File: config.mk
export PLATFORM = sky130hd
export DESIGN_NAME = field_error_statistics_core
export DESIGN_NICKNAME = d
export VERILOG_FILES = /design/src/hdl/fes_pkg.sv /design/src/hdl/fes_ctrl.sv /design/src/hdl/fes_dp.sv /design/src/hdl/field_error_statistics_core.sv
export VERILOG_INCLUDE_DIRS = /design/src /design/src/hdl
export SDC_FILE = /design/constraint.sdc
export NUM_CORES = 2
export LEC_CHECK = 0
export BUFFER_PORTS_ARGS = -buffer_cell sky130_fd_sc_hd__clkbuf_2
export CAP_MARGIN = 0
export CORE_ASPECT_RATIO = 1.5
export CORE_MARGIN = 1
export CORE_UTILIZATION = 65
export CTS_BUF_LIST = sky130_fd_sc_hd__clkbuf_4 sky130_fd_sc_hd__clkbuf_8 sky130_fd_sc_hd__clkbuf_16
export CTS_CLUSTER_SIZE = 28
export DETAILED_ROUTE_END_ITERATION = 12
export GPL_TIMING_DRIVEN = 0
export PLACE_DENSITY_LB_ADDON = 0.3
export SYNTH_ARGS = -nofsm -noshare
export SYNTH_HDL_FRONTEND = slang
export SYNTH_HIERARCHICAL = 1
export SYNTH_SLANG_ARGS = --single-unit
File: constraint.sdc
create_clock -name clock -period 11.1 [get_ports clock]
set_input_delay 2.22 -clock clock [delete_from_list [all_inputs] [get_ports clock]]
set_output_delay 2.22 -clock clock [all_outputs]
set_load 0.02 [all_outputs]
File: src/hdl/field_error_statistics_core_macros.svh
// Assertion macros for the field error statistics controller (fes_ctrl).
// Checks vanish when SYNTHESIS is defined.
`ifndef FIELD_ERROR_STATISTICS_CORE_MACROS_SVH
`define FIELD_ERROR_STATISTICS_CORE_MACROS_SVH

`ifndef SYNTHESIS

// Check held off while reset is high
`define FES_ASSERT(label, clk, rst, prop, msg) \
   label: assert property (@(posedge clk) disable iff (rst) prop) else $error(msg);

// Check that also runs through reset
`define FES_ASSERT_ALWAYS(label, clk, prop, msg) \
   label: assert property (@(posedge clk) prop) else $error(msg);

`else

`define FES_ASSERT(label, clk, rst, prop, msg)

`define FES_ASSERT_ALWAYS(label, clk, prop, msg)

`endif

`endif

File: src/hdl/fes_pkg.sv
package fes_pkg;

   // Field widths
   localparam int VAL_W     = 32;
   localparam int THR_W     = 31;
   localparam int IDX_W     = 24;
   localparam int FRAC_W    = 16;
   localparam int DVD_W     = VAL_W + FRAC_W;
   localparam int CSR_IDX_W = 1;

   // Restoring divider: one quotient bit per step
   localparam int DIV_STEPS = DVD_W;
   localparam int DIV_CNT_W = $clog2(DIV_STEPS);

   localparam int DEFAULT_MAX_POINTS = 16777216;

   // Configuration register indexes
   typedef enum logic [CSR_IDX_W-1:0] {
      CSR_ABS_THRESHOLD   = 1'b0,
      CSR_OUTPUT_ABSOLUTE = 1'b1
   } csr_index_type;

   typedef enum logic [1:0] {
      ST_IDLE,
      ST_CALC,
      ST_DIV,
      ST_FINISH
   } state_type;

   // Controller to datapath
   typedef struct packed {
      logic load;
      logic calc;
      logic div_step;
      logic commit;
   } cmd_type;

   // Datapath to controller
   typedef struct packed {
      logic fallback;
   } sts_type;

endpackage

File: src/hdl/fes_ctrl.sv
`include "field_error_statistics_core_macros.svh"

module fes_ctrl import fes_pkg::*; (
   input  logic    clock,
   input  logic    reset,
   input  logic    req_valid,
   output logic    req_ready,
   output logic    rsp_valid,
   input  logic    rsp_ready,
   output cmd_type cmd,
   input  sts_type sts
);

   state_type              state_ff, state_in;
   logic [DIV_CNT_W-1:0]   div_cnt_ff, div_cnt_in;
   logic                   out_valid_ff, out_valid_in;
   logic                   div_last;

   assign div_last = (div_cnt_ff == DIV_CNT_W'(DIV_STEPS - 1));

   // Next state
   always_comb begin
      state_in = state_ff;
      unique case (state_ff)
         ST_IDLE: begin
            if (req_valid) state_in = ST_CALC;
         end
         ST_CALC: begin
            state_in = sts.fallback ? ST_FINISH : ST_DIV;
         end
         ST_DIV: begin
            if (div_last) state_in = ST_FINISH;
         end
         ST_FINISH: begin
            if (!out_valid_ff || rsp_ready) state_in = ST_IDLE;
         end
         default: state_in = ST_IDLE;
      endcase
   end

   // Outputs and commands
   always_comb begin
      req_ready    = 1'b0;
      cmd          = '0;
      div_cnt_in   = div_cnt_ff;
      unique case (state_ff)
         ST_IDLE: begin
            req_ready = 1'b1;
            cmd.load  = req_valid;
         end
         ST_CALC: begin
            cmd.calc   = 1'b1;
            div_cnt_in = '0;
         end
         ST_DIV: begin
            cmd.div_step = 1'b1;
            div_cnt_in   = div_cnt_ff + 1'b1;
         end
         ST_FINISH: begin
            cmd.commit = !out_valid_ff || rsp_ready;
         end
         default: ;
      endcase
   end

   // Output register occupancy
   always_comb begin
      if (cmd.commit) out_valid_in = 1'b1;
      else if (rsp_ready) out_valid_in = 1'b0;
      else out_valid_in = out_valid_ff;
   end

   assign rsp_valid = out_valid_ff;

   always_ff @(posedge clock) begin
      if (reset) begin
         state_ff     <= ST_IDLE;
         div_cnt_ff   <= '0;
         out_valid_ff <= 1'b0;
      end else begin
         state_ff     <= state_in;
         div_cnt_ff   <= div_cnt_in;
         out_valid_ff <= out_valid_in;
      end
   end

   `FES_ASSERT(a_accept_to_calc, clock, reset, (req_valid && req_ready) |=> (state_ff == ST_CALC), "accepted item did not enter calc")
   `FES_ASSERT(a_commit_free, clock, reset, cmd.commit |-> (!out_valid_ff || rsp_ready), "result written over a pending one")
   `FES_ASSERT(a_commit_shows, clock, reset, cmd.commit |=> rsp_valid, "committed result not presented")
   `FES_ASSERT(a_div_bound, clock, reset, (state_ff == ST_DIV) |-> (div_cnt_ff < DIV_CNT_W'(DIV_STEPS)), "divider step count out of range")
   `FES_ASSERT_ALWAYS(a_no_rsp_in_reset, clock, reset |=> !rsp_valid, "result valid right after reset")

endmodule

File: src/hdl/fes_dp.sv
module fes_dp import fes_pkg::*; #(
   parameter int MAX_POINTS = DEFAULT_MAX_POINTS
) (
   input  logic                    clock,
   input  logic                    reset,
   input  cmd_type                 cmd,
   output sts_type                 sts,
   input  logic                    csr_valid,
   input  logic [CSR_IDX_W-1:0]    csr_index,
   input  logic [VAL_W-1:0]        csr_data,
   input  logic signed [VAL_W-1:0] req_value_a,
   input  logic signed [VAL_W-1:0] req_value_b,
   input  logic                    req_last_element,
   output logic [VAL_W-1:0]        rsp_element_error,
   output logic                    rsp_field_done,
   output logic [VAL_W-1:0]        rsp_min_relative,
   output logic [VAL_W-1:0]        rsp_max_relative,
   output logic [IDX_W-1:0]        rsp_max_relative_index,
   output logic [VAL_W-1:0]        rsp_min_absolute,
   output logic [VAL_W-1:0]        rsp_max_absolute,
   output logic [IDX_W-1:0]        rsp_max_absolute_index
);

   // Index saturates at the smaller of MAX_POINTS-1 and the index field range
   localparam logic [IDX_W-1:0] COUNT_CAP =
      (longint'(MAX_POINTS) - 1 < (longint'(1) << IDX_W) - 1) ?
      IDX_W'(MAX_POINTS - 1) : {IDX_W{1'b1}};

   // Configuration
   logic [THR_W-1:0] thr_ff;
   logic             out_abs_ff;

   always_ff @(posedge clock) begin
      if (reset) begin
         thr_ff     <= '0;
         out_abs_ff <= 1'b0;
      end else if (csr_valid) begin
         unique case (csr_index_type'(csr_index))
            CSR_ABS_THRESHOLD:   thr_ff     <= csr_data[THR_W-1:0];
            CSR_OUTPUT_ABSOLUTE: out_abs_ff <= csr_data[0];
            default: ;
         endcase
      end
   end

   // Input capture
   logic [VAL_W-1:0] a_ff, b_ff;
   logic             last_ff;

   always_ff @(posedge clock) begin
      if (cmd.load) begin
         a_ff    <= req_value_a;
         b_ff    <= req_value_b;
         last_ff <= req_last_element;
      end
   end

   // Magnitudes, absolute error, fallback test
   logic [VAL_W-1:0] mag_a, mag_b, abse, den;
   logic [VAL_W:0]   diff;
   logic             fallback;

   always_comb begin
      mag_a    = a_ff[VAL_W-1] ? (~a_ff + 1'b1) : a_ff;
      mag_b    = b_ff[VAL_W-1] ? (~b_ff + 1'b1) : b_ff;
      diff     = {a_ff[VAL_W-1], a_ff} - {b_ff[VAL_W-1], b_ff};
      abse     = diff[VAL_W] ? VAL_W'(~diff + 1'b1) : diff[VAL_W-1:0];
      fallback = (mag_a <= {1'b0, thr_ff}) || (mag_b <= {1'b0, thr_ff});
      den      = (mag_a > mag_b) ? mag_a : mag_b;
   end

   assign sts.fallback = fallback;

   // Restoring divider; dividend register fills with quotient bits
   logic [VAL_W-1:0] abse_ff, den_ff, rem_ff;
   logic [DVD_W-1:0] dvd_ff;
   logic             fallback_ff;
   logic [VAL_W:0]   trial, trial_sub;
   logic             qbit;

   always_comb begin
      trial     = {rem_ff, dvd_ff[DVD_W-1]};
      trial_sub = trial - {1'b0, den_ff};
      qbit      = (trial >= {1'b0, den_ff});
   end

   always_ff @(posedge clock) begin
      if (cmd.calc) begin
         abse_ff     <= abse;
         den_ff      <= den;
         fallback_ff <= fallback;
         rem_ff      <= '0;
         dvd_ff      <= {abse, {FRAC_W{1'b0}}};
      end else if (cmd.div_step) begin
         rem_ff <= qbit ? trial_sub[VAL_W-1:0] : trial[VAL_W-1:0];
         dvd_ff <= {dvd_ff[DVD_W-2:0], qbit};
      end
   end

   // Running statistics
   logic [IDX_W-1:0] count_ff, count_in;
   logic [VAL_W-1:0] min_rel_ff, min_rel_in, max_rel_ff, max_rel_in;
   logic [VAL_W-1:0] min_abs_ff, min_abs_in, max_abs_ff, max_abs_in;
   logic [IDX_W-1:0] max_rel_idx_ff, max_rel_idx_in, max_abs_idx_ff, max_abs_idx_in;
   logic [VAL_W-1:0] rele;
   logic             first;

   always_comb begin
      rele  = fallback_ff ? abse_ff : dvd_ff[VAL_W-1:0];
      first = (count_ff == '0);
      if (first) begin
         min_rel_in     = rele;
         max_rel_in     = rele;
         max_rel_idx_in = '0;
         min_abs_in     = abse_ff;
         max_abs_in     = abse_ff;
         max_abs_idx_in = '0;
      end else begin
         min_rel_in     = (rele < min_rel_ff) ? rele : min_rel_ff;
         max_rel_in     = max_rel_ff;
         max_rel_idx_in = max_rel_idx_ff;
         if (rele > max_rel_ff) begin
            max_rel_in     = rele;
            max_rel_idx_in = count_ff;
         end
         min_abs_in     = (abse_ff < min_abs_ff) ? abse_ff : min_abs_ff;
         max_abs_in     = max_abs_ff;
         max_abs_idx_in = max_abs_idx_ff;
         if (abse_ff > max_abs_ff) begin
            max_abs_in     = abse_ff;
            max_abs_idx_in = count_ff;
         end
      end
      count_in = (count_ff < COUNT_CAP) ? count_ff + 1'b1 : count_ff;
   end

   always_ff @(posedge clock) begin
      if (reset) begin
         count_ff       <= '0;
         min_rel_ff     <= '0;
         max_rel_ff     <= '0;
         max_rel_idx_ff <= '0;
         min_abs_ff     <= '0;
         max_abs_ff     <= '0;
         max_abs_idx_ff <= '0;
      end else if (cmd.commit) begin
         if (last_ff) begin
            count_ff       <= '0;
            min_rel_ff     <= '0;
            max_rel_ff     <= '0;
            max_rel_idx_ff <= '0;
            min_abs_ff     <= '0;
            max_abs_ff     <= '0;
            max_abs_idx_ff <= '0;
         end else begin
            count_ff       <= count_in;
            min_rel_ff     <= min_rel_in;
            max_rel_ff     <= max_rel_in;
            max_rel_idx_ff <= max_rel_idx_in;
            min_abs_ff     <= min_abs_in;
            max_abs_ff     <= max_abs_in;
            max_abs_idx_ff <= max_abs_idx_in;
         end
      end
   end

   // Output register
   always_ff @(posedge clock) begin
      if (cmd.commit) begin
         rsp_element_error      <= out_abs_ff ? abse_ff : rele;
         rsp_field_done         <= last_ff;
         rsp_min_relative       <= last_ff ? min_rel_in : '0;
         rsp_max_relative       <= last_ff ? max_rel_in : '0;
         rsp_max_relative_index <= last_ff ? max_rel_idx_in : '0;
         rsp_min_absolute       <= last_ff ? min_abs_in : '0;
         rsp_max_absolute       <= last_ff ? max_abs_in : '0;
         rsp_max_absolute_index <= last_ff ? max_abs_idx_in : '0;
      end
   end

endmodule

File: src/hdl/field_error_statistics_core.sv
// Field error statistics core.
// Input channel req_*: one pair of signed Q15.16 samples per transfer, with
// req_last_element marking the final pair of a field. Result channel rsp_*:
// one result per input item, in order: the absolute or relative error that
// the output_absolute register selects, plus on the last element the min and
// max of both errors and the first index of each maximum (zero otherwise).
// Configuration channel csr_*: index 0 is abs_threshold, index 1 is
// output_absolute; always ready, write only while no item is in flight.
// Sequence: accept; magnitudes and the fallback test; the bit-serial restoring
// divider over the 48-bit dividend, which retires one quotient bit per cycle;
// then the statistics update and the output register load. The divider is
// skipped when the relative error falls back to the absolute error. Items are
// processed one at a time.
// A finished result waits in the output register; the next item is accepted
// and worked on meanwhile, and only its final step holds while rsp_ready is low.
// Reset (synchronous) clears the configuration registers, the running statistics
// and the element count; no result is pending afterwards.
module field_error_statistics_core import fes_pkg::*; #(
   parameter int MAX_POINTS = DEFAULT_MAX_POINTS
) (
   input  logic                    clock,
   input  logic                    reset,
   input  logic                    req_valid,
   output logic                    req_ready,
   input  logic signed [VAL_W-1:0] req_value_a,
   input  logic signed [VAL_W-1:0] req_value_b,
   input  logic                    req_last_element,
   output logic                    rsp_valid,
   input  logic                    rsp_ready,
   output logic [VAL_W-1:0]        rsp_element_error,
   output logic                    rsp_field_done,
   output logic [VAL_W-1:0]        rsp_min_relative,
   output logic [VAL_W-1:0]        rsp_max_relative,
   output logic [IDX_W-1:0]        rsp_max_relative_index,
   output logic [VAL_W-1:0]        rsp_min_absolute,
   output logic [VAL_W-1:0]        rsp_max_absolute,
   output logic [IDX_W-1:0]        rsp_max_absolute_index,
   input  logic                    csr_valid,
   output logic                    csr_ready,
   input  logic [CSR_IDX_W-1:0]    csr_index,
   input  logic [VAL_W-1:0]        csr_data
);

   cmd_type cmd;
   sts_type sts;

   assign csr_ready = 1'b1;

   fes_ctrl u_ctrl (
      .clock     (clock),
      .reset     (reset),
      .req_valid (req_valid),
      .req_ready (req_ready),
      .rsp_valid (rsp_valid),
      .rsp_ready (rsp_ready),
      .cmd       (cmd),
      .sts       (sts)
   );

   fes_dp #(
      .MAX_POINTS (MAX_POINTS)
   ) u_dp (
      .clock                  (clock),
      .reset                  (reset),
      .cmd                    (cmd),
      .sts                    (sts),
      .csr_valid              (csr_valid),
      .csr_index              (csr_index),
      .csr_data               (csr_data),
      .req_value_a            (req_value_a),
      .req_value_b            (req_value_b),
      .req_last_element       (req_last_element),
      .rsp_element_error      (rsp_element_error),
      .rsp_field_done         (rsp_field_done),
      .rsp_min_relative       (rsp_min_relative),
      .rsp_max_relative       (rsp_max_relative),
      .rsp_max_relative_index (rsp_max_relative_index),
      .rsp_min_absolute       (rsp_min_absolute),
      .rsp_max_absolute       (rsp_max_absolute),
      .rsp_max_absolute_index (rsp_max_absolute_index)
   );

endmodule

==> impl_metrics.prom <==
# TYPE chip_impl_metric gauge
chip_impl_info{name="crit_family",value="simple AND/OR/NAND/NOR gates"} 1
chip_impl_info{name="synth_ff_type",value="sky130_fd_sc_hd__edfxtp_1"} 1
chip_impl_metric{name="p_switching",unit="mW"} 4.59
chip_impl_metric{name="sequentialPowerShare",unit="%"} 33.4
chip_impl_metric{name="drtIter0Drc",unit=""} 2458
chip_impl_metric{name="ioPinCount",unit=""} 315
chip_impl_metric{name="core_area",unit="µm²"} 56000
chip_impl_metric{name="cp.buffers_inverters",unit=""} 2
chip_impl_metric{name="reg2reg_setup_slack",unit="ps"} 5040
chip_impl_metric{name="synth_top_area_share",unit="%"} 30.1
chip_impl_metric{name="vias",unit=""} 30000
chip_impl_metric{name="dp_hpwl",unit="mm"} 82.1
chip_impl_metric{name="die_area",unit="µm²"} 57900
chip_impl_info{name="crit_slowest_cell",value="sky130_fd_sc_hd__or4b_2"} 1
chip_impl_metric{name="async_reset_ff_share",unit="%"} 0
chip_impl_info{name="tritoncts",value="built"} 1
chip_impl_metric{name="grt_antenna_before_repair",unit=""} 4
chip_impl_metric{name="cts.htree.levels",unit=""} 2
chip_impl_info{name="critPathKind",value="flip-flop to flip-flop"} 1
chip_impl_metric{name="tritoncts.num_buffers",unit=""} 60
chip_impl_metric{name="postCtsSetupBuffers",unit=""} 0
chip_impl_metric{name="critical_path.max_fanout",unit=""} 10
chip_impl_metric{name="setup_viol",unit=""} 0
chip_impl_metric{name="floorplan.rows",unit=""} 106
chip_impl_metric{name="synth.ff_latch_count",unit=""} 660
chip_impl_metric{name="post-layout-total-power",unit="mW"} 11.0
chip_impl_metric{name="area_growth_syn_to_layout",unit="%"} 12.8
chip_impl_metric{name="drcViolationCount",unit=""} 0
chip_impl_metric{name="final_hold_viol_count",unit=""} 0
chip_impl_metric{name="post_cts_hold_buffer_count",unit=""} 0
chip_impl_info{name="endpoint",value="u_dp/den_ff[14]"} 1
chip_impl_metric{name="cts.reportedPaths.clkPinSlew",unit="ps"} 70
chip_impl_metric{name="power.share.switching",unit="%"} 41.6
chip_impl_info{name="timing.rr.start",value="u_dp/b_ff[0]"} 1
chip_impl_metric{name="report.final.slew_viol_count",unit=""} 0
chip_impl_info{name="crit_reg_reg_endpoint",value="u_dp/den_ff[14]"} 1
chip_impl_metric{name="floorplan.initialDensity",unit="%"} 66.1
chip_impl_metric{name="timing.final.ws_setup",unit="ps"} 5040
chip_impl_metric{name="share_of_cells_above_drive_strength_1",unit="%"} 14.0
chip_impl_metric{name="synth.yosys.seq_area_share",unit="%"} 45.8
chip_impl_metric{name="vias_per_cell",unit=""} 6.27
chip_impl_metric{name="synth.lib_cells_used.distinct",unit=""} 87
chip_impl_metric{name="finalWeightedCongestion",unit=""} 1.05
chip_impl_metric{name="syn_inst",unit=""} 3605
chip_impl_info{name="yosysTopAreaCell",value="sky130_fd_sc_hd__edfxtp_1"} 1
chip_impl_metric{name="drt_wl_total",unit="mm"} 108
chip_impl_info{name="crit_chain",value="inv_1, ha_1, or4b_2, nand4b_1, or2_2, or3_1, nand3b_1, nand2b_1, o21ai_0, xnor2_1, ha_1, nand4_1, nor2_1, and3_1, nand3_1, nor2_1, o21ai_0, a22oi_2, buf_6, mux2_2"} 1
chip_impl_metric{name="post_layout_nonfiller_instances",unit=""} 4788
chip_impl_metric{name="wl_per_cell",unit="µm"} 22.5
chip_impl_metric{name="max_clock_freq",unit="MHz"} 165
chip_impl_metric{name="fin_worst_skew",unit="ps"} 22.7
chip_impl_metric{name="die_width",unit="µm"} 197
chip_impl_metric{name="clock_tree.buffer_depth",unit=""} 3
chip_impl_info{name="critPathLaunchType",value="flip-flop"} 1
chip_impl_metric{name="power.share.clock",unit="%"} 20.3
chip_impl_metric{name="dpl_worst_slack",unit="ps"} 5160
chip_impl_info{name="hold_class",value="flip-flop to flip-flop"} 1
chip_impl_metric{name="postSynthAreaPerCell",unit="µm²"} 10.3
chip_impl_metric{name="synth_area",unit="µm²"} 37000
chip_impl_metric{name="gates_resized_cts_repair",unit=""} 0
chip_impl_metric{name="comb_power_share",unit="%"} 46.3
chip_impl_metric{name="cellLeakagePower",unit="nW"} 17.0
chip_impl_metric{name="post-route-period-util",unit="%"} 54.6
chip_impl_metric{name="synth.net_count",unit=""} 4002
chip_impl_metric{name="grt_overflow_total",unit=""} 0
chip_impl_metric{name="grt_first_pass_wirelength",unit="mm"} 162
chip_impl_metric{name="cp_data_required_time",unit="ps"} 11480
chip_impl_metric{name="cp_num_cells",unit=""} 20
chip_impl_metric{name="ant_nets",unit=""} 0
chip_impl_metric{name="max-slew-margin-rel",unit="%"} 13.8
chip_impl_metric{name="grt_max_degree",unit=""} 115
chip_impl_metric{name="worstPathArrival",unit="ps"} 6440
chip_impl_metric{name="synth_enable_flop_cells",unit=""} 371
chip_impl_metric{name="vdd.ir_drop.worst",unit="mV"} 0.216
chip_impl_metric{name="fin_nets",unit=""} 4377
chip_impl_metric{name="reg2regPathDepth",unit=""} 20
chip_impl_metric{name="synth-warning-count",unit=""} 6
chip_impl_metric{name="critical_path.max_stage_delay",unit="ps"} 660
chip_impl_metric{name="tritoncts_num_sinks",unit=""} 660
chip_impl_metric{name="tns",unit="ps"} 0
chip_impl_metric{name="track_usage",unit="%"} 36.8
chip_impl_info{name="synth.area.top_cells",value="sky130_fd_sc_hd__edfxtp_1 30%, sky130_fd_sc_hd__dfxtp_1 16%, sky130_fd_sc_hd__ha_1 9.9%"} 1
chip_impl_metric{name="maxCapViolations",unit=""} 0
chip_impl_info{name="critical_path.endpoint_type",value="flip-flop"} 1
chip_impl_info{name="layout.cells.most_common",value="sky130_fd_sc_hd__edfxtp_1"} 1
chip_impl_info{name="max_flop_register",value="u_dp/dvd_ff"} 1
chip_impl_metric{name="worst_pin_slew",unit="ps"} 1260
chip_impl_metric{name="die_h",unit="µm"} 294
chip_impl_info{name="clockRootBuffer",value="sky130_fd_sc_hd__clkbuf_16"} 1
chip_impl_metric{name="insertion_delay",unit="ps"} 650
chip_impl_metric{name="dp.cells",unit=""} 4674
chip_impl_metric{name="first_global_vias",unit=""} 29500
chip_impl_metric{name="n_fill_cell",unit=""} 4096
chip_impl_metric{name="internal_power_component",unit="mW"} 6.45
chip_impl_metric{name="drt_pre_antenna_iters",unit=""} 5
chip_impl_metric{name="port-buffer-count",unit=""} 312
chip_impl_info{name="result_of_the_run",value="complete, no violations"} 1
chip_impl_metric{name="finalCriticalPeriod",unit="ps"} 6060
chip_impl_info{name="grt_setup_unrepaired",value="false"} 1
chip_impl_metric{name="largest_reg_flops",unit=""} 48
chip_impl_info{name="timing.critical_path.from",value="u_dp/b_ff[0]"} 1
chip_impl_metric{name="power-per-cell-area",unit="nW/µm²"} 265
chip_impl_info{name="commonest_cells_after_routing_fill_and_taps_aside",value="371 x sky130_fd_sc_hd__edfxtp_1, 312 x sky130_fd_sc_hd__clkbuf_2, 298 x sky130_fd_sc_hd__nor2_1"} 1
==> tightest hold or removal path, delay by kind of cell, from the launching register on <==
kind	cells	cell delay, ps
flops	1	310
compound gates	1	50
simple gates	1	50
==> synth_stat cells, types with 13 or more instances <==
library cell / instances
sky130_fd_sc_hd__nor2_1: 298
sky130_fd_sc_hd__ha_1: 292
sky130_fd_sc_hd__or4_1: 13
sky130_fd_sc_hd__a21oi_1: 175
sky130_fd_sc_hd__inv_1: 286
sky130_fd_sc_hd__clkbuf_1: 159
sky130_fd_sc_hd__nor2b_1: 33
sky130_fd_sc_hd__xnor2_1: 106
sky130_fd_sc_hd__nor4_1: 16
sky130_fd_sc_hd__a22o_1: 184
sky130_fd_sc_hd__and3_1: 27
sky130_fd_sc_hd__nor3_1: 29
sky130_fd_sc_hd__o21ai_0: 115
sky130_fd_sc_hd__nand3_1: 49
sky130_fd_sc_hd__edfxtp_1: 371
sky130_fd_sc_hd__nand2b_1: 24
sky130_fd_sc_hd__dfxtp_1: 289
sky130_fd_sc_hd__nand2_1: 270
sky130_fd_sc_hd__o211ai_1: 23
sky130_fd_sc_hd__or3_1: 29
sky130_fd_sc_hd__a31oi_1: 19
sky130_fd_sc_hd__a211oi_1: 36
sky130_fd_sc_hd__o31ai_1: 23
sky130_fd_sc_hd__mux2i_1: 203
sky130_fd_sc_hd__nand4_1: 59
sky130_fd_sc_hd__o21a_1: 24
sky130_fd_sc_hd__xor2_1: 49
sky130_fd_sc_hd__a21o_1: 92
sky130_fd_sc_hd__buf_1: 20
sky130_fd_sc_hd__mux2_2: 94
==> layout make-up <==
type	instances	area, µm²	share of cell area, %
multi-input cells	2470	18200	43.7
flip-flops and latches	660	16900	40.6
clock buffers	83	1790	4.29
repair buffers	313	1590	3.81
inverters	286	1070	2.57
well taps	756	946	2.27
plain buffers	189	758	1.82
clock inverters	29	385	0.924
diodes	2	5.00	0.0120
==> worst min-delay path by stage <==
stage	from	endpoint	slack, ps	cells after the start
after global placement	u_dp/thr_ff[23]	u_dp/thr_ff[23]	440	2
after floorplan	u_dp/last_ff	u_dp/rsp_field_done	420	0
after detailed placement	u_dp/thr_ff[18]	u_dp/thr_ff[18]	450	2
after CTS	u_dp/thr_ff[21]	u_dp/thr_ff[21]	460	2
after global routing	u_dp/thr_ff[8]	u_dp/thr_ff[8]	470	2
final	u_dp/thr_ff[10]	u_dp/thr_ff[10]	460	2
==> cells by family after synthesis <==
logic type,Yosys count,share of synthesized area [%]
AOI/OAI and AO/OA,818,15.7
xor gates and xnor gates,155,3.67
adders and majority gates,296,10.0
buffers and inverters,475,4.93
DFF,660,45.8
muxes,297,8.36
other,1,0.0101
and+or+nand+nor,903,11.5
==> layer usage <==
layer  up-vias  GRT usage, %  part of all wire [%]
met2      1462          64.8                    49
met5         -             0                 0.012
met3       497          5.10                   6.3
li1      13900             -                     -
met4         2          33.4                    10
met1     14200          37.8                    34
==> power groups by stage <==
stage / Sequential [mW] / Combinational (mW) / Clock, mW
floorplan: 3.59 / 3.48 / 0
CTS: 3.66 / 4.99 / 2.26
global route: 3.70 / 5.53 / 2.35
finish: 3.68 / 5.11 / 2.24
detailed placement: 3.70 / 4.93 / 0
global placement: 3.71 / 4.79 / 0
==> metrics by stage <==
stage | area (µm²) | utilization, % | hold WS (ps)
after floorplan | 37000 | - | 424
after CTS | 41700 | 74.5 | 457
after detailed placement | 39500 | 70.6 | 448
final | 41700 | 74.5 | 456
after global placement | 39500 | 70.5 | 444
after global routing | 41700 | 74.5 | 473
Note: power is estimated with default switching activity, not from simulation.
